--- config.mk ---
export PLATFORM = sky130hd
export DESIGN_NAME = vref_ctrl
export DESIGN_NICKNAME = d
export VERILOG_FILES = /design/src/vref_pkg.sv /design/src/vref_ctrl.sv
export SDC_FILE = /design/constraint.sdc
export NUM_CORES = 1
export LEC_CHECK = 0
export ABC_AREA = 1
export BUFFER_PORTS_ARGS = -buffer_cell sky130_fd_sc_hd__clkbuf_2
export CAP_MARGIN = 5
export CELL_PAD_IN_SITES_DETAIL_PLACEMENT = 0
export CELL_PAD_IN_SITES_GLOBAL_PLACEMENT = 2
export CORE_MARGIN = 1.5
export CORE_UTILIZATION = 20
export CTS_BUF_LIST = sky130_fd_sc_hd__clkbuf_8
export DETAILED_ROUTE_END_ITERATION = 8
export PLACE_DENSITY_LB_ADDON = 0.15
export SLEW_MARGIN = 20
export SYNTH_ARGS = -nofsm -noshare
export SYNTH_HDL_FRONTEND = slang
export SYNTH_SLANG_ARGS = --single-unit
--- constraint.sdc ---
create_clock -name clk_i -period 1.7 [get_ports clk_i]
set_clock_uncertainty 0.15 [all_clocks]
set_input_delay 0.425 -clock clk_i [delete_from_list [all_inputs] [get_ports clk_i]]
set_output_delay 0.425 -clock clk_i [all_outputs]
set_load 0.05 [all_outputs]
--- src/vref_pkg.sv ---
// types and constants shared by the event fifo controller and datapath
// no dependencies
package vref_pkg;

  localparam logic [2:0] CMD_ENQ_TRY  = 3'd0;
  localparam logic [2:0] CMD_ENQ_OVR  = 3'd1;
  localparam logic [2:0] CMD_DEQUEUE  = 3'd2;
  localparam logic [2:0] CMD_PEEK     = 3'd3;
  localparam logic [2:0] CMD_FLUSH    = 3'd4;

  localparam logic [1:0] REG_QUEUE_SIZE = 2'd0;
  localparam logic [1:0] REG_LOW_WATER  = 2'd1;
  localparam logic [1:0] REG_HIGH_WATER = 2'd2;

  localparam logic [2:0] LVL_EMPTY  = 3'd0;
  localparam logic [2:0] LVL_LOW    = 3'd1;
  localparam logic [2:0] LVL_MEDIUM = 3'd2;
  localparam logic [2:0] LVL_HIGH   = 3'd3;
  localparam logic [2:0] LVL_FULL   = 3'd4;

  // store depth; the 11-bit count and config ports are sized for it
  localparam int unsigned QUEUE_DEPTH = 1024;

  localparam int unsigned MAX_RECORD_WORDS = 3;
  localparam logic [7:0] EOQ_CODE     = 8'd255;
  localparam logic [7:0] OVERRUN_CODE = 8'd252;

  typedef enum logic [3:0] {
    ST_IDLE,
    ST_DECIDE,
    ST_PUSH,
    ST_PULL_REQ,
    ST_PULL_WAIT,
    ST_MARK,
    ST_PEEK_REQ,
    ST_PEEK_WAIT,
    ST_STATUS,
    ST_OUT
  } state_e;

  // controller to datapath
  typedef struct packed {
    logic load;       // capture input beat
    logic decide;     // evaluate enqueue room / dequeue empty / peek depth
    logic push;       // write next staged word
    logic pull_req;   // issue store read at read pointer
    logic pull_take;  // consume read word
    logic mark;       // push overrun marker
    logic peek_req;   // issue store read at peek position
    logic peek_take;  // consume peek word
    logic flush;
    logic status;     // compute status fields
  } ctl_t;

  // datapath to controller
  typedef struct packed {
    logic is_enq;
    logic is_deq;
    logic is_peek;
    logic is_flush;
    logic enq_ok;
    logic deq_empty;
    logic peek_eoq;
    logic push_last;
    logic pull_last;
    logic need_mark;
    logic peek_done;
  } sts_t;

endpackage

--- src/vref_ctrl.sv ---
// controller state machine of the event fifo
// depends on vref_pkg
module vref_ctrl (
  input  logic           clk_i,
  input  logic           rst_ni,
  input  logic           in_valid_i,
  output logic           in_ready_o,
  output logic           out_valid_o,
  input  logic           out_ready_i,
  input  vref_pkg::sts_t sts_i,
  output vref_pkg::ctl_t ctl_o
);

  vref_pkg::state_e state_q, state_d;

  // state register
  always_ff @(posedge clk_i or negedge rst_ni) begin
    if (!rst_ni) begin
      state_q <= vref_pkg::ST_IDLE;
    end else begin
      state_q <= state_d;
    end
  end

  // next state and commands
  always_comb begin
    state_d     = state_q;
    ctl_o       = '0;
    in_ready_o  = 1'b0;
    out_valid_o = 1'b0;
    unique case (state_q)
      vref_pkg::ST_IDLE: begin
        in_ready_o = 1'b1;
        if (in_valid_i) begin
          ctl_o.load = 1'b1;
          state_d = vref_pkg::ST_DECIDE;
        end
      end
      vref_pkg::ST_DECIDE: begin
        ctl_o.decide = 1'b1;
        if (sts_i.is_enq) begin
          state_d = sts_i.enq_ok ? vref_pkg::ST_PUSH : vref_pkg::ST_STATUS;
        end else if (sts_i.is_deq) begin
          state_d = sts_i.deq_empty ? vref_pkg::ST_STATUS : vref_pkg::ST_PULL_REQ;
        end else if (sts_i.is_peek) begin
          state_d = sts_i.peek_eoq ? vref_pkg::ST_STATUS : vref_pkg::ST_PEEK_REQ;
        end else begin
          ctl_o.flush = sts_i.is_flush;
          state_d = vref_pkg::ST_STATUS;
        end
      end
      vref_pkg::ST_PUSH: begin
        ctl_o.push = 1'b1;
        if (sts_i.push_last) state_d = vref_pkg::ST_STATUS;
      end
      vref_pkg::ST_PULL_REQ: begin
        ctl_o.pull_req = 1'b1;
        state_d = vref_pkg::ST_PULL_WAIT;
      end
      vref_pkg::ST_PULL_WAIT: begin
        ctl_o.pull_take = 1'b1;
        if (!sts_i.pull_last) begin
          state_d = vref_pkg::ST_PULL_REQ;
        end else if (sts_i.need_mark) begin
          state_d = vref_pkg::ST_MARK;
        end else begin
          state_d = vref_pkg::ST_STATUS;
        end
      end
      vref_pkg::ST_MARK: begin
        ctl_o.mark = 1'b1;
        state_d = vref_pkg::ST_STATUS;
      end
      vref_pkg::ST_PEEK_REQ: begin
        ctl_o.peek_req = 1'b1;
        state_d = vref_pkg::ST_PEEK_WAIT;
      end
      vref_pkg::ST_PEEK_WAIT: begin
        ctl_o.peek_take = 1'b1;
        state_d = sts_i.peek_done ? vref_pkg::ST_STATUS : vref_pkg::ST_PEEK_REQ;
      end
      vref_pkg::ST_STATUS: begin
        ctl_o.status = 1'b1;
        state_d = vref_pkg::ST_OUT;
      end
      vref_pkg::ST_OUT: begin
        out_valid_o = 1'b1;
        if (out_ready_i) state_d = vref_pkg::ST_IDLE;
      end
      default: state_d = vref_pkg::ST_IDLE;
    endcase
  end

endmodule

# After elaboration in Yosys (flattened, before gate mapping)
# Index checks and enable logic that the tools add are counted.
[totals]
regBits = 4
input_bits = 15
word_cells = 44
[op_classes]
n_eq_ne = 12
muxes = 29
n_reduce_logical = 2
[ops]
columns = ["op", "count"]
rows = [
  ["2-to-1 mux 4 bit", 12],
  ["one-hot mux 4 bit (10 select lines)", 1],
  ["== test 4 x 3 -> 1 bit, second input constant", 4],
  ["2-to-1 mux 1 bit", 16],
  ["== test 4 x 2 -> 1 bit, second input constant", 2],
  ["== test 4 bit, second input constant", 2],
  ["!= test 2 bit, second input constant", 3],
  ["== test 4 x 1 -> 1 bit, second input constant", 1],
  ["logical NOT 4 bit", 1],
  ["AND reduction 3 bit", 1],
]

# Logic depth before layout (Yosys ltp)
[depth]
word_depth = 5
depth_mapped = 9

# Worst setup path after synthesis
# Ideal clock, no wire load.
[synth_timing]
path_type = "register to output"
start = "reg state_q[2]"
end = "out ctl_o[1] in the netlist's numbering"
t_arrival_ps = 1755
required_ps = 1125
slack_ps = -630
stages_incl_launch_ff = 4
path_cell_list = "dfrtp_1 nor2_2 inv_1 nor3_1"
[synth_rtl]
columns = ["item", "line", "text"]
rows = [
  ["from (decl)", "vref_ctrl.sv:14", "vref_pkg::state_e state_q, state_d;"],
  ["from (signal assigned)", "vref_ctrl.sv:19", "state_q <= vref_pkg::ST_IDLE;"],
  ["from (signal assigned)", "vref_ctrl.sv:21", "state_q <= state_d;"],
  ["to (decl)", "vref_ctrl.sv:11", "output vref_pkg::ctl_t ctl_o"],
]

==> run_results.csv <==
group,metric,value,unit
clock_network,worstSkewPairLatency,0.21,ns
logic_synthesis,synth_area,452.9,sq um
run_status,status,"finished, violations left",
sta,rsz0062_at_grt,"true",
route,wire_per_inst,9.214,microns
power,clkPwrFrac,11.3,%
sta,setup_violations,11,
logic_synthesis,synthFlopType,"dfrtp_1",
floorplan,boundaryPins,27,
placement,place.gp.congestion,0.7773,
sta,hold_ws,0.3352,ns
logic_synthesis,yosys-top-cells-count,"nand2_1, inv_1, nor2_1",
grt,grt_pass1_wl,2166,microns
grt,overflow,0,
logic_synthesis,yosysMostFrequentCell,"nand2_1",
logic_synthesis,ys_top_cells_by_area,"dfrtp_1, nand2_1, inv_1, nor2_1, nand3_1",
sta,finalCritPeriodShare,107.5,%
placement,dp_hpwl,1186,microns
grt,grt_start_max_net_pins,6,
final_layout,diodes,0,
final_layout,multi_input_area,366.6,sq um
worst_setup_path,crit_arrival,1.25,ns
power,p_comb_share,77.7,%
clock_network,cts_max_level,1,
power,powerDensity,1717,mW/mm^2
worst_setup_path,worstPathCellList,"nor2_2 -> buf_4 -> inv_2 -> nor3_4 -> buf_8",
sta,fmax,547.1,MHz
power,p_leak,0.5630,nW
power,power.switching,870.5,uW
grt,antenna_found_initial,0,
final_layout,reg.largest.list,"state_q x4",
floorplan,start_util,20.88,%
worst_setup_path,required,1.12,ns
route,routed_wl,1419,microns
logic_synthesis,ys_warn_count,0,
route,drc_errors,0,
sta,slew_headroom,87.65,%
worst_setup_path,crit_type,"flip-flop to output pin",
worst_setup_path,critPathLaunchType,"flip-flop",
run_status,violations,"negative setup slack",
final_layout,layout.nets,143,
final_layout,drive_gt1_share,61.90,%
clock_network,cts_buffers,3,
power,sw_frac_of_total,49.73,%
logic_synthesis,synth_top_cell_area_share,22.10,%
grt,grt_use_total,11.63,%
final_layout,top_register,"state_q",
final_layout,areaGrowthSynthToFinish,125.1,%
placement,place_inst,147,
grt,grt_pass1_vias,559,
final_layout,largest_reg_flops,4,
worst_setup_path,path_max_fanout,3,
sta,worst_slew_pin_slew,0.1847,ns
logic_synthesis,synth_edf_count,0,
floorplan,fp-row-count,17,
route,vias,634,
sta,drv_slew,0,
floorplan,die_h,50.59,microns
sta,timing.final.crit_period,1.828,ns
power,ir_drop,1.150,mV
worst_setup_path,critical_path.slowest_cell,"dfrtp_1",
sta,fin_ws,-0.1277,ns
power,seq_power_share,11.0,%
sta,hold_violations,0,
floorplan,die_x,50.59,microns
logic_synthesis,syn_nets,95,
placement,port_buffers,26,
power,p_int,880.0,uW
final_layout,final_core_util,47.00,%
clock_network,clkTransAtPathRegs,0.03,ns
clock_network,clock_tree.buffer_depth,2,
final_layout,fill_cells,236,
logic_synthesis,yosysSeqAreaShare,22.10,%
route,routed_via_density,4.117,
logic_synthesis,async_reset_ff_share,100.0,%
job,maxCapViolations,0,
route,first_pass_iters,4,
route,postRouteAntennaNets,0,
logic_synthesis,synth_cells,80,
floorplan,core,0.002170,sq mm
final_layout,fin_cells,154,
worst_setup_path,max_stage_delay,0.41,ns
logic_synthesis,avgSynthCellArea,5.662,sq um
power,power,1.751,mW
clock_network,root_buffer,"clkbuf_8",
logic_synthesis,synth_top_cell_by_area,"dfrtp_1",
logic_synthesis,synth_seq_cells,4,
placement,dp_worst_setup_slack,-0.03312,ns
worst_hold_path,hold_path_class,"primary input to flip-flop",
clock_network,cts_tree,"built",
logic_synthesis,synth_cell_types,16,
final_layout,sequential_cell_area,102.6,sq um
floorplan,die_area,0.002559,sq mm
clock_network,cts_sinks,4,
route,drt_iter0_drc,5,
worst_setup_path,worstSetupEndpointType,"output pin",
==> stage by stage <==
step	setup TNS, ns	area, sq um
6_report	-0.8312	1020
5_1_grt	-1.487	1020
4_1_cts	-0.9954	947.2
3_5_place_dp	-0.04484	734.5
3_3_place_gp	-0.05686	734.5
2_1_floorplan	-0.5048	471.7
==> layer usage <==
metal	vias to the layer above	global-route usage [%]	routed length (microns)
met2	15	19.30	739
li1	339	-	-
met3	0	2.679	67
met4	0	5.405	0
met1	280	14.13	612
met5	-	0	0
==> cells in the final DEF (no fill, tap or decap) <==
cell type / count
buf_4: 13
buf_6: 3
buf_8: 9
clkbuf_16: 2
clkbuf_2: 14
clkbuf_8: 4
dfrtp_1: 2
dfrtp_2: 2
dlygate4sd3_1: 1
inv_1: 6
inv_2: 11
nand2_1: 15
nand2_2: 2
nand2_4: 4
nand3_1: 8
nand3b_1: 1
nand3b_2: 1
nand4_1: 2
nor2_1: 11
nor2_2: 4
nor2_4: 5
nor3_1: 1
nor3_2: 1
nor3_4: 2
o21ai_0: 1
or2_2: 1
==> logic make-up after synthesis <==
group / after synthesis / synth area share [%]
AOI/OAI and AO/OA: 1 / 1.104
DFF: 4 / 22.10
buffers and inverters: 17 / 14.09
and+or+nand+nor: 58 / 62.71
==> final timing paths <==
| path | from | endpoint | slack, ns | cells past startpoint |
|---|---|---|---|---|
| min in group asynchronous | rst_ni | state_q[3]$_DFFE_PN0P_ | 0.40 | 2 |
| worst max-delay path | state_q[3]$_DFFE_PN0P_ | ctl_o[1] | -0.13 | 5 |
| worst min register to register | state_q[2]$_DFFE_PN0P_ | state_q[0]$_DFFE_PN0P_ | 0.61 | 4 |
| worst min-delay path | sts_i[2] | state_q[2]$_DFFE_PN0P_ | 0.34 | 3 |
| max in group asynchronous | rst_ni | state_q[1]$_DFFE_PN0P_ | 0.85 | 2 |
| worst max register to register | state_q[2]$_DFFE_PN0P_ | state_q[3]$_DFFE_PN0P_ | 0.15 | 11 |
==> critical path: cells and delay by family, from the launching register on <==
family / cells / cell delay (ns)
buffers and inverters: 3 / 0.34
flip-flops: 1 / 0.41
AND/OR/NAND/NOR: 2 / 0.27
==> final cells by class <==
| class | count | share of cell area (%) |
|---|---|---|
| clock buffer | 3 | 4.049 |
| inverter | 17 | 6.258 |
| sequential | 4 | 10.06 |
| timing repair buffer | 43 | 40.25 |
| tap | 28 | 3.436 |
| multi-input combinational | 59 | 35.95 |
==> timing repair <==
| action | 4_1_cts | 5_1_grt |
|---|---|---|
| pin swaps | 4 | 4 |
| hold endpoints to repair | 4 | 0 |
| hold buffers | 1 | 0 |
| setup endpoints to repair | 12 | 12 |
| buffers inserted | 0 | 3 |
| resized for setup | 39 | 26 |
==> power by group through the flow <==
stage / clock network, mW / logic [mW] / registers [mW]
after floorplan: 0 / 0.643 / 0.177
after global placement: 0 / 0.979 / 0.172
after global routing: 0.210 / 1.45 / 0.201
after CTS: 0.204 / 1.19 / 0.186
after detailed placement: 0 / 0.973 / 0.173
final: 0.197 / 1.36 / 0.193
Note: power is estimated with default switching activity, not from simulation.
